## src/hw/rtl/alvp_pkg.sv

```systemverilog
// ----------------------------------------------------------------------------
// alvp_pkg: shared types, constants and tables for the label vote block
// Holds the map and label sizes, the fixed-point formats, the configuration
// register map, the divider stage record and the log and ratio tables.
// ----------------------------------------------------------------------------
package alvp_pkg;

  // Map count and label compare width
  localparam int NUM_MAPS   = 8;
  localparam int LABEL_BITS = 8;
  localparam int LABEL_W    = 8;
  localparam int CMP_BITS   = (LABEL_BITS < LABEL_W) ? LABEL_BITS : LABEL_W;
  localparam int CNT_W      = $clog2(NUM_MAPS + 1);

  // Fixed-point formats
  localparam int VALUE_W  = 20;  // Q4.16 result
  localparam int MAXV_W   = 24;  // Q8.16 cap and normaliser
  localparam int LN_W     = 18;  // ln term, Q2.16
  localparam int FRAC_W   = 16;
  localparam int QUOT_W   = 17;  // quotient never exceeds 1.0
  localparam int NUM_W    = LN_W + FRAC_W;
  localparam int REM_W    = MAXV_W;
  localparam int DIV_STEPS = QUOT_W;

  localparam logic [VALUE_W-1:0] OUT_MAX = {VALUE_W{1'b1}};
  localparam logic [VALUE_W-1:0] ONE_Q16 = VALUE_W'(32'h0001_0000);

  // Configuration port
  localparam int PADDR_W = 4;
  localparam int PDATA_W = 32;

  typedef enum logic [1:0] {
    REG_LABEL_ID    = 2'd0,
    REG_OUTPUT_MODE = 2'd1,
    REG_MAX_VALUE   = 2'd2,
    REG_MAP_PRESENT = 2'd3
  } reg_idx_e;

  // Output mode codes; the spare code behaves as raw entropy
  localparam logic [1:0] MODE_PROB = 2'd0;
  localparam logic [1:0] MODE_NORM = 2'd1;
  localparam logic [1:0] MODE_RAW  = 2'd2;

  localparam logic [LABEL_W-1:0] LABEL_ID_RST    = 8'd1;
  localparam logic [1:0]         OUTPUT_MODE_RST = MODE_PROB;
  localparam logic [MAXV_W-1:0]  MAX_VALUE_RST   = 24'd6553600;
  localparam logic [7:0]         MAP_PRESENT_RST = 8'hFF;

  // One word in flight through the divider
  typedef struct packed {
    logic                use_div;
    logic [VALUE_W-1:0]  bypass;
    logic [MAXV_W-1:0]   divisor;
    logic [REM_W-1:0]    rem;
    logic [QUOT_W-1:0]   num_lo;
    logic [QUOT_W-1:0]   quot;
  } div_stage_t;

  // round(ln(n) * 65536) for n = 1..8
  function automatic logic [LN_W-1:0] ln_q16(input logic [3:0] n);
    logic [LN_W-1:0] v;
    unique case (n)
      4'd2:    v = 18'd45426;
      4'd3:    v = 18'd71999;
      4'd4:    v = 18'd90852;
      4'd5:    v = 18'd105476;
      4'd6:    v = 18'd117425;
      4'd7:    v = 18'd127527;
      4'd8:    v = 18'd136278;
      default: v = '0;
    endcase
    return v;
  endfunction

  // round(a * 65536 / p), halves up, for 1 <= a <= p <= 8
  function automatic logic [QUOT_W-1:0] prob_q16(input logic [3:0] a, input logic [3:0] p);
    logic [QUOT_W-1:0] v;
    v = '0;
    unique case (p)
      4'd1: v = 17'd65536;
      4'd2: v = {a[1:0], 15'd0};
      4'd3: begin
        unique case (a)
          4'd1:    v = 17'd21845;
          4'd2:    v = 17'd43691;
          4'd3:    v = 17'd65536;
          default: v = '0;
        endcase
      end
      4'd4: v = {a[2:0], 14'd0};
      4'd5: begin
        unique case (a)
          4'd1:    v = 17'd13107;
          4'd2:    v = 17'd26214;
          4'd3:    v = 17'd39322;
          4'd4:    v = 17'd52429;
          4'd5:    v = 17'd65536;
          default: v = '0;
        endcase
      end
      4'd6: begin
        unique case (a)
          4'd1:    v = 17'd10923;
          4'd2:    v = 17'd21845;
          4'd3:    v = 17'd32768;
          4'd4:    v = 17'd43691;
          4'd5:    v = 17'd54613;
          4'd6:    v = 17'd65536;
          default: v = '0;
        endcase
      end
      4'd7: begin
        unique case (a)
          4'd1:    v = 17'd9362;
          4'd2:    v = 17'd18725;
          4'd3:    v = 17'd28087;
          4'd4:    v = 17'd37449;
          4'd5:    v = 17'd46811;
          4'd6:    v = 17'd56174;
          4'd7:    v = 17'd65536;
          default: v = '0;
        endcase
      end
      4'd8: v = {a, 13'd0};
      default: v = '0;
    endcase
    return v;
  endfunction

endpackage

```

## src/hw/rtl/alvp_lane.sv

```systemverilog
// ----------------------------------------------------------------------------
// alvp_lane: one label map lane
// Registers whether this map is present and whether its label matches the
// configured label ID on the compared low bits.
// ----------------------------------------------------------------------------
module alvp_lane (
  input  logic                        clk_i,
  input  logic [alvp_pkg::LABEL_W-1:0] label_i,
  input  logic [alvp_pkg::LABEL_W-1:0] label_id_i,
  input  logic                        present_i,
  output logic                        present_o,
  output logic                        agree_o
);

  logic present_q, agree_q;
  logic match;

  // Compare the low CMP_BITS label bits, here the full label width
  assign match = (label_i[alvp_pkg::CMP_BITS-1:0] == label_id_i[alvp_pkg::CMP_BITS-1:0]);

  // Capture the vote of this map
  always_ff @(posedge clk_i) begin
    present_q <= present_i;
    agree_q   <= present_i & match;
  end

  assign present_o = present_q;
  assign agree_o   = agree_q;

endmodule

```

## src/hw/rtl/alvp_merge.sv

```systemverilog
// ----------------------------------------------------------------------------
// alvp_merge: lane merge and mode selection
// Counts present and agreeing maps, forms the ln term, picks the result
// for every case that needs no division and prepares the divider word.
// ----------------------------------------------------------------------------
module alvp_merge (
  input  logic                             clk_i,
  input  logic                             rst_ni,
  input  logic                             valid_i,
  input  logic [alvp_pkg::NUM_MAPS-1:0]    present_i,
  input  logic [alvp_pkg::NUM_MAPS-1:0]    agree_i,
  input  logic [1:0]                       mode_i,
  input  logic [alvp_pkg::MAXV_W-1:0]      max_value_i,
  output logic                             valid_o,
  output alvp_pkg::div_stage_t             stage_o
);

  logic [alvp_pkg::CNT_W-1:0]   present_cnt, agree_cnt;
  logic [alvp_pkg::LN_W-1:0]    ln_term;
  logic [alvp_pkg::VALUE_W-1:0] max_sat;
  logic [alvp_pkg::NUM_W-1:0]   num;
  logic                         ln_ge;
  alvp_pkg::div_stage_t         stage_d, stage_q;
  logic                         valid_q;

  // Count the votes across the lanes
  always_comb begin
    present_cnt = '0;
    agree_cnt   = '0;
    for (int i = 0; i < alvp_pkg::NUM_MAPS; i++) begin
      present_cnt = present_cnt + alvp_pkg::CNT_W'(present_i[i]);
      agree_cnt   = agree_cnt + alvp_pkg::CNT_W'(agree_i[i]);
    end
  end

  // ln(present/agree) from the log table, zero without agreement
  always_comb begin
    ln_term = '0;
    if (agree_cnt != '0) begin
      ln_term = alvp_pkg::ln_q16(4'(present_cnt)) - alvp_pkg::ln_q16(4'(agree_cnt));
    end
  end

  assign ln_ge   = (alvp_pkg::MAXV_W'(ln_term) >= max_value_i);
  assign max_sat = (max_value_i[alvp_pkg::MAXV_W-1:alvp_pkg::VALUE_W] != '0)
                   ? alvp_pkg::OUT_MAX : max_value_i[alvp_pkg::VALUE_W-1:0];
  // Rounded dividend: ln * 2^16 + max / 2
  assign num     = {ln_term, {alvp_pkg::FRAC_W{1'b0}}}
                   + alvp_pkg::NUM_W'(max_value_i >> 1);

  // Select the result per mode and load the divider word
  always_comb begin
    stage_d.divisor = max_value_i;
    stage_d.rem     = alvp_pkg::REM_W'(num[alvp_pkg::NUM_W-1:alvp_pkg::QUOT_W]);
    stage_d.num_lo  = num[alvp_pkg::QUOT_W-1:0];
    stage_d.quot    = '0;
    stage_d.use_div = 1'b0;
    stage_d.bypass  = '0;
    priority if (mode_i == alvp_pkg::MODE_PROB) begin
      if (agree_cnt != '0) begin
        stage_d.bypass = alvp_pkg::VALUE_W'(
          alvp_pkg::prob_q16(4'(agree_cnt), 4'(present_cnt)));
      end
    end else if (mode_i == alvp_pkg::MODE_NORM) begin
      if ((agree_cnt == '0) || ln_ge) begin
        stage_d.bypass = alvp_pkg::ONE_Q16;
      end else begin
        stage_d.use_div = 1'b1;
      end
    end else begin
      stage_d.bypass = (agree_cnt == '0) ? max_sat : alvp_pkg::VALUE_W'(ln_term);
    end
  end

  // Hold the merged word for the divider
  always_ff @(posedge clk_i or negedge rst_ni) begin
    if (!rst_ni) begin
      valid_q <= 1'b0;
    end else begin
      valid_q <= valid_i;
    end
  end

  always_ff @(posedge clk_i) begin
    stage_q <= stage_d;
  end

  assign valid_o = valid_q;
  assign stage_o = stage_q;

endmodule

```

## src/hw/rtl/alvp_div.sv

```systemverilog
// ----------------------------------------------------------------------------
// alvp_div: pipelined restoring divider
// One quotient bit per stage; words that need no division ride along with
// their result so every word leaves after the same number of stages.
// ----------------------------------------------------------------------------
module alvp_div (
  input  logic                         clk_i,
  input  logic                         rst_ni,
  input  logic                         valid_i,
  input  alvp_pkg::div_stage_t         stage_i,
  output logic                         valid_o,
  output logic [alvp_pkg::VALUE_W-1:0] value_o
);

  logic                 valid_q [alvp_pkg::DIV_STEPS];
  alvp_pkg::div_stage_t stage_q [alvp_pkg::DIV_STEPS];

  // One restoring step: shift in a dividend bit, subtract if it fits
  function automatic alvp_pkg::div_stage_t div_step(input alvp_pkg::div_stage_t s);
    alvp_pkg::div_stage_t  r;
    logic [alvp_pkg::REM_W:0] trial;
    logic [alvp_pkg::REM_W:0] dvs;
    logic                  fits;
    r     = s;
    trial = {s.rem, s.num_lo[alvp_pkg::QUOT_W-1]};
    dvs   = {1'b0, s.divisor};
    fits  = (trial >= dvs);
    r.rem    = fits ? alvp_pkg::REM_W'(trial - dvs) : trial[alvp_pkg::REM_W-1:0];
    r.num_lo = {s.num_lo[alvp_pkg::QUOT_W-2:0], 1'b0};
    r.quot   = {s.quot[alvp_pkg::QUOT_W-2:0], fits};
    return r;
  endfunction

  // Advance the valid flags
  always_ff @(posedge clk_i or negedge rst_ni) begin
    if (!rst_ni) begin
      for (int s = 0; s < alvp_pkg::DIV_STEPS; s++) begin
        valid_q[s] <= 1'b0;
      end
    end else begin
      valid_q[0] <= valid_i;
      for (int s = 1; s < alvp_pkg::DIV_STEPS; s++) begin
        valid_q[s] <= valid_q[s-1];
      end
    end
  end

  // Advance the words, one quotient bit per stage
  always_ff @(posedge clk_i) begin
    stage_q[0] <= div_step(stage_i);
    for (int s = 1; s < alvp_pkg::DIV_STEPS; s++) begin
      stage_q[s] <= div_step(stage_q[s-1]);
    end
  end

  assign valid_o = valid_q[alvp_pkg::DIV_STEPS-1];
  assign value_o = stage_q[alvp_pkg::DIV_STEPS-1].use_div
                   ? alvp_pkg::VALUE_W'(stage_q[alvp_pkg::DIV_STEPS-1].quot)
                   : stage_q[alvp_pkg::DIV_STEPS-1].bypass;

endmodule

```

## src/hw/rtl/atlas_label_vote_probability.sv

```systemverilog
// ----------------------------------------------------------------------------
// atlas_label_vote_probability: per-voxel label vote probability and entropy
// Path: the lane registers, the merge register, the divider stages, then done_o.
// Throughput: one voxel word per cycle; busy is never raised, the lanes,
// the merge stage and the 17-stage divider are all fully pipelined.
// Reset: rst_ni clears the pipeline flags and loads the register defaults.
// ----------------------------------------------------------------------------
module atlas_label_vote_probability (
  input  logic                                 clk_i,
  input  logic                                 rst_ni,
  input  logic                                 start,
  output logic                                 busy,
  input  logic [alvp_pkg::LABEL_W-1:0]         label_0_i,
  input  logic [alvp_pkg::LABEL_W-1:0]         label_1_i,
  input  logic [alvp_pkg::LABEL_W-1:0]         label_2_i,
  input  logic [alvp_pkg::LABEL_W-1:0]         label_3_i,
  input  logic [alvp_pkg::LABEL_W-1:0]         label_4_i,
  input  logic [alvp_pkg::LABEL_W-1:0]         label_5_i,
  input  logic [alvp_pkg::LABEL_W-1:0]         label_6_i,
  input  logic [alvp_pkg::LABEL_W-1:0]         label_7_i,
  output logic                                 done_o,
  output logic [alvp_pkg::VALUE_W-1:0]         voxel_value_o,
  input  logic                                 psel,
  input  logic                                 penable,
  input  logic                                 pwrite,
  input  logic [alvp_pkg::PADDR_W-1:0]         paddr,
  input  logic [alvp_pkg::PDATA_W-1:0]         pwdata,
  output logic [alvp_pkg::PDATA_W-1:0]         prdata,
  output logic                                 pready
);

  logic [alvp_pkg::LABEL_W-1:0] label_id_q;
  logic [1:0]                   output_mode_q;
  logic [alvp_pkg::MAXV_W-1:0]  max_value_q;
  logic [7:0]                   map_present_q;
  logic                         cfg_wr;
  alvp_pkg::reg_idx_e           reg_idx;

  logic [alvp_pkg::LABEL_W-1:0] labels [8];
  logic [alvp_pkg::NUM_MAPS-1:0] lane_present, lane_agree;
  logic                         lane_valid_q;
  logic                         merge_valid;
  alvp_pkg::div_stage_t         merge_stage;
  logic                         div_valid;
  logic [alvp_pkg::VALUE_W-1:0] div_value;
  logic                         done_q;
  logic [alvp_pkg::VALUE_W-1:0] voxel_value_q;

  // Configuration port
  assign pready  = 1'b1;
  assign busy    = 1'b0;
  assign reg_idx = alvp_pkg::reg_idx_e'(paddr[3:2]);
  assign cfg_wr  = psel & penable & pwrite;

  always_ff @(posedge clk_i or negedge rst_ni) begin
    if (!rst_ni) begin
      label_id_q    <= alvp_pkg::LABEL_ID_RST;
      output_mode_q <= alvp_pkg::OUTPUT_MODE_RST;
      max_value_q   <= alvp_pkg::MAX_VALUE_RST;
      map_present_q <= alvp_pkg::MAP_PRESENT_RST;
    end else if (cfg_wr) begin
      unique case (reg_idx)
        alvp_pkg::REG_LABEL_ID:    label_id_q    <= pwdata[alvp_pkg::LABEL_W-1:0];
        alvp_pkg::REG_OUTPUT_MODE: output_mode_q <= pwdata[1:0];
        alvp_pkg::REG_MAX_VALUE:   max_value_q   <= pwdata[alvp_pkg::MAXV_W-1:0];
        alvp_pkg::REG_MAP_PRESENT: map_present_q <= pwdata[7:0];
        default: ;
      endcase
    end
  end

  // Read back the addressed register
  always_comb begin
    unique case (reg_idx)
      alvp_pkg::REG_LABEL_ID:    prdata = alvp_pkg::PDATA_W'(label_id_q);
      alvp_pkg::REG_OUTPUT_MODE: prdata = alvp_pkg::PDATA_W'(output_mode_q);
      alvp_pkg::REG_MAX_VALUE:   prdata = alvp_pkg::PDATA_W'(max_value_q);
      alvp_pkg::REG_MAP_PRESENT: prdata = alvp_pkg::PDATA_W'(map_present_q);
      default:                   prdata = '0;
    endcase
  end

  // Gather the labels
  assign labels[0] = label_0_i;
  assign labels[1] = label_1_i;
  assign labels[2] = label_2_i;
  assign labels[3] = label_3_i;
  assign labels[4] = label_4_i;
  assign labels[5] = label_5_i;
  assign labels[6] = label_6_i;
  assign labels[7] = label_7_i;

  // One lane per label map
  for (genvar g = 0; g < alvp_pkg::NUM_MAPS; g++) begin : g_lane
    alvp_lane u_lane (
      .clk_i      (clk_i),
      .label_i    (labels[g]),
      .label_id_i (label_id_q),
      .present_i  (map_present_q[g]),
      .present_o  (lane_present[g]),
      .agree_o    (lane_agree[g])
    );
  end

  // Track a word in the lane stage
  always_ff @(posedge clk_i or negedge rst_ni) begin
    if (!rst_ni) begin
      lane_valid_q <= 1'b0;
    end else begin
      lane_valid_q <= start & ~busy;
    end
  end

  alvp_merge u_merge (
    .clk_i       (clk_i),
    .rst_ni      (rst_ni),
    .valid_i     (lane_valid_q),
    .present_i   (lane_present),
    .agree_i     (lane_agree),
    .mode_i      (output_mode_q),
    .max_value_i (max_value_q),
    .valid_o     (merge_valid),
    .stage_o     (merge_stage)
  );

  alvp_div u_div (
    .clk_i   (clk_i),
    .rst_ni  (rst_ni),
    .valid_i (merge_valid),
    .stage_i (merge_stage),
    .valid_o (div_valid),
    .value_o (div_value)
  );

  // Present each result for one cycle
  always_ff @(posedge clk_i or negedge rst_ni) begin
    if (!rst_ni) begin
      done_q <= 1'b0;
    end else begin
      done_q <= div_valid;
    end
  end

  always_ff @(posedge clk_i) begin
    voxel_value_q <= div_value;
  end

  assign done_o        = done_q;
  assign voxel_value_o = voxel_value_q;

endmodule

```

## config.mk

```make
export PLATFORM = sky130hd
export DESIGN_NAME = atlas_label_vote_probability
export DESIGN_NICKNAME = d
export VERILOG_FILES = /design/src/hw/rtl/alvp_pkg.sv /design/src/hw/rtl/alvp_lane.sv /design/src/hw/rtl/alvp_merge.sv /design/src/hw/rtl/alvp_div.sv /design/src/hw/rtl/atlas_label_vote_probability.sv
export SDC_FILE = /design/constraint.sdc
export NUM_CORES = 2
export LEC_CHECK = 0
export ABC_CLOCK_PERIOD_IN_PS = 6950
export BUFFER_PORTS_ARGS = -buffer_cell sky130_fd_sc_hd__buf_2
export CORE_UTILIZATION = 56
export CTS_CLUSTER_DIAMETER = 150
export DETAILED_ROUTE_END_ITERATION = 6
export HOLD_SLACK_MARGIN = 0.08
export MAX_ROUTING_LAYER = met4
export PLACE_DENSITY_LB_ADDON = 0.05
export SETUP_SLACK_MARGIN = 0.02
export SYNTH_ARGS = -nofsm -noshare
export SYNTH_HDL_FRONTEND = slang
export SYNTH_HIERARCHICAL = 1
export SYNTH_SLANG_ARGS = --single-unit
```

## constraint.sdc

```tcl
create_clock -name clk_i -period 6.95 [get_ports clk_i]
set_clock_uncertainty 0.2 [all_clocks]
set_input_delay 0.695 -clock clk_i [delete_from_list [all_inputs] [get_ports clk_i]]
set_output_delay 0.695 -clock clk_i [all_outputs]
set_load 0.1 [all_outputs]
```

# Word-level counts from Yosys, hierarchy flattened
# Memories as Yosys holds them, arrays and structs flattened.
# Index checks and enable logic that the tools add are counted.
# classes
eq_ne	28
n_reduce_logical	11
n_addsub	33
magnitude_cmp	18
n_mux	36
bitwise_logic	11
# ops
cell	n
$mux 24	17
$ge 25x24->1	16
$sub 24x24->24	16
$pmux 18 s7	2
$pmux 17 s8	1
$pmux 32 s4	1
$pmux 17 s7	1
$pmux 17 s6	1
$pmux 17 s5	1
$mux 20	4
$eq 8x8->1	8
$mux 18	3
$mux 17	3
$pmux 17 s3	1
$add 4x1->4	12
$ge 18x24->1	2
$add 34x23->34	1
$eq 4x3->1 const B	8
$sub 18x24->24	1
$sub 18x18->18	1
$eq 4x2->1 const B	4
$and 1x1->1	10
$eq 4x1->1 const B	2
$eq 4x4->1 const B	2
other kinds (11)	19
# totals
wordCells	185
n_memories	1
in_bits	106
ramBits	1734
regBits	177
# mem_list
name	words	word_bits	read_ports	rd_ports_with_merged_regs	write_ports	line	rtl
u_div.stage_q	17	102	17	0	17	alvp_div.sv:16	alvp_pkg::div_stage_t stage_q [alvp_pkg::DIV_STEPS];

# Depth between registers and ports, before layout
# logic_depth
ltp_word	17
ltp_mapped	30

# Hierarchy
# Netlist, hierarchy kept.
# by_module_without_submodules
mod	cells_per_inst	instances	seq_area_each_um2	area_each_um2
alvp_div	5197	1	28732.6	53465.0
alvp_merge	676	1	1286.2	5260.0
atlas_label_vote_probability	168	1	1516.5	2449.8
alvp_lane	14	8	40.0	135.1

# Worst setup path before layout
# Ideal clock, no wire load.
# synth_timing
kind	register to register
from	register g_lane[0].u_lane.agree_q
to	register u_merge.stage_q, in the netlist u_merge/stage_o[98]
arrival_time_ps	6859
setup_slack_ps	-245
required_ps	6614
path_stages_with_launch	29
n_path_buf	4
cell_sequence	dfxtp_1 fa_1 inv_1 fa_1 fa_1 inv_1 ha_1 fa_1 clkbuf_1 clkbuf_1 buf_1 clkbuf_1 nand2_1 nor2_1 ha_1 inv_1 fa_1 a211oi_1 o21ai_1 a31oi_1 mux2i_1 ha_1 nor2b_1 o21ai_0 nand2b_1 a211oi_1 o211ai_1 o21ai_0 o32ai_1
# synth_rtl
element	line	rtl
start: declaration	alvp_lane.sv:15	logic present_q, agree_q;
start signal: assignment	alvp_lane.sv:24	agree_q <= present_i & match;
end signal: assignment	alvp_merge.sv:85	stage_q <= stage_d;
end: declaration	alvp_merge.sv:23	alvp_pkg::div_stage_t stage_d, stage_q;

==> out/qor.yml <==
die:
  dieArea_um2: 112000
  ioPinCount: 161
  core_um2: 109000
  die_h_um: 335
  die_x_um: 335
  initial_utilization_pct: 56.8
  rows: 121
route:
  vias_per_cell: 5.31
  top_layer: "met4"
  wl_met2_um: 63900
  drt_iter0_drc: 2770
  routed_wl_um: 138000
  dr_wl_met3_um: 6380
  drcViolationCount: 0
  routedWlPerCell_um: 17.1
  ant_nets: 0
  vias: 42800
  drt-met1-wl_um: 64900
  dr.pass1.iters: 5
run_status:
  outcome: "finished, final reports clean"
sta:
  fin_crit_ns: 6.77
  final_max_slew_viol_count: 0
  hold_viol: 0
  worst_slew_pin_slew_ns: 1.23
  max_freq_mhz: 148
  setup_viol: 0
  timing.final.crit_share_pct: 97.3
  rsz0062_at_grt: "yes"
  relSlewSlack_pct: 18.2
logic_synthesis:
  synth_area_um2: 62100
  ys_warn_count: 6
  synth_cells: 6136
  synth_area_per_cell_um2: 10.1
global_route:
  grt-ovfl-total: 0
  grt_max_degree: 63
  grt_pass1_vias: 41300
  grt_first_pass_wirelength_um: 219000
  track_usage_pct: 25.1
  antenna_found_initial: 2
clock_tree:
  htree_levels: 4
  clock-sinks: 1575
  ctsRootBufferMaster: "clkbuf_16"
  cts_buffers: 153
  clock_latency_ns: 0.76
  clk_path_buf_depth: 3
  cts_tree: "yes"
  clk_pin_slew_ns: 0.06
setup_path:
  end_kind: "flop"
  crit_path_start: "g_lane[0].u_lane/agree_o"
  reg2reg_from: "g_lane[0].u_lane/agree_o"
  critical_path.max_fanout: 4
  crit_type: "flop to flop"
  reg2reg_slack_ns: 0.18
  cp.required_ns: 7.41
  start_kind: "flop"
  worstPathArrival_ns: 7.23
min_path:
  hp-start: "u_div/stage_q[0][908]"
  hold_class: "flop to flop"
run:
  maxCapViolCount: 0
finish:
  drive_gt1_share_pct: 12.8
  area_delta_synth_final_pct: 14.4
  layout.nets: 7050
  fin_cells: 8069
placed_design:
  placed_cells: 7729
  dp_hpwl_um: 105000
  place_congestion: 0.886
  portBuffers: 140
==> sequential cells by signal (all words and copies together) (netlist names) <==
register,count
u_merge/valid_o,1
output_mode_q,2
g_lane.u_lane/agree_o,8
voxel_value_o,20
label_id_q,8
map_present_q,8
max_value_q,24
u_div/valid_o,1
u_div/stage_q,1414
u_merge/stage_o,63
g_lane.u_lane/present_o,8
lane_valid_q,1
u_div/valid_q,16
done_o,1
==> layer usage <==
layer  vias up  global-route usage (%)
li1      21700                       -
met1     20000                    33.1
met2       880                    40.2
met3       209                    3.85
met4         0                    6.95
met5         -                       -
==> critical path: stages, from the launching register on <==
cell     delay [ns]
dfxtp_1        0.31
fa_1           0.53
inv_1          0.05
fa_1           0.45
fa_1           0.49
inv_1          0.04
ha_1           0.20
fa_2           0.40
xor2_1         0.22
nor2_1         0.22
o21a_1         0.15
o21ai_0        0.08
buf_4          0.16
ha_1           0.30
buf_6          0.10
nand4_1        0.14
buf_4          0.18
or3_4          0.34
o21ai_4        0.17
o41ai_2        0.08
xnor2_1        0.24
mux2_4         0.36
ha_4           0.28
a21o_1         0.13
a31oi_1        0.05
o41ai_1        0.36
o21ai_1        0.15
o32ai_1        0.29
==> final timing paths <==
path,endpoint,cells after the start
max,u_merge/stage_o[98],27
min,u_div/stage_q[0][1009],0
max reg2reg,u_merge/stage_o[98],27
min reg2reg,u_div/stage_q[0][1009],0
max in group asynchronous,label_id_q[2],3
min in group asynchronous,u_div/valid_q[16],3
==> per-stage QoR <==
stage	instance area (µm²)	utilization [%]	hold slack [ns]	setup TNS [ns]	setup slack (ns)
after global routing	71100	64.9	0.125	-0.0220	-0.0220
after floorplan	62200	-	0.110	0	0.0596
after CTS	70800	64.7	0.120	0	0.0253
final	71100	64.9	0.118	0	0.184
after global placement	64900	59.3	0.109	-0.00218	-0.00218
after detailed placement	64900	59.3	0.112	-0.0446	-0.0446
==> layout by cell type, fill, tap and decap left out, types with 19 or more instances in the layout <==
cell type,instances
a211oi_1,42
a21o_1,162
a21oi_1,386
a31oi_1,46
and2_1,40
and3_1,44
buf_2,140
buf_4,122
clkbuf_1,26
clkbuf_16,157
clkbuf_8,27
clkinv_2,31
dfrtp_1,50
dfxtp_1,1511
dlygate4sd3_1,44
fa_1,23
ha_1,451
inv_1,565
mux2_2,188
mux2i_1,23
nand2_1,416
nand2b_1,72
nand3_1,93
nand4_1,70
nor2_1,340
nor2b_1,73
nor3_1,62
o211ai_1,31
o21a_1,63
o21ai_0,396
o21bai_1,30
o31a_1,21
o31ai_1,39
or2_2,19
xnor2_1,226
xor2_1,146
==> layout make-up <==
cell class	count	area, µm²
well taps	1476	1850
diodes	2	5.00
clock inverters	74	1040
multi-input cells	3855	27700
clock buffers	210	4400
repair buffers	308	2080
inverters	569	2140
flip-flops and latches	1575	31900
fillers	8854	38400
==> repair_timing <==
action                                  4_1_cts  5_1_grt
buffers inserted                              0       10
gates resized for setup                       4       50
hold buffers                                 44        0
hold endpoints to repair                    101        0
endpoints found under the setup margin        1        8
pin swaps                                     0       23
Power is left out: the tool's default activity adds up to more than one toggle a clock period on the data nets, which glitch-free logic cannot reach.
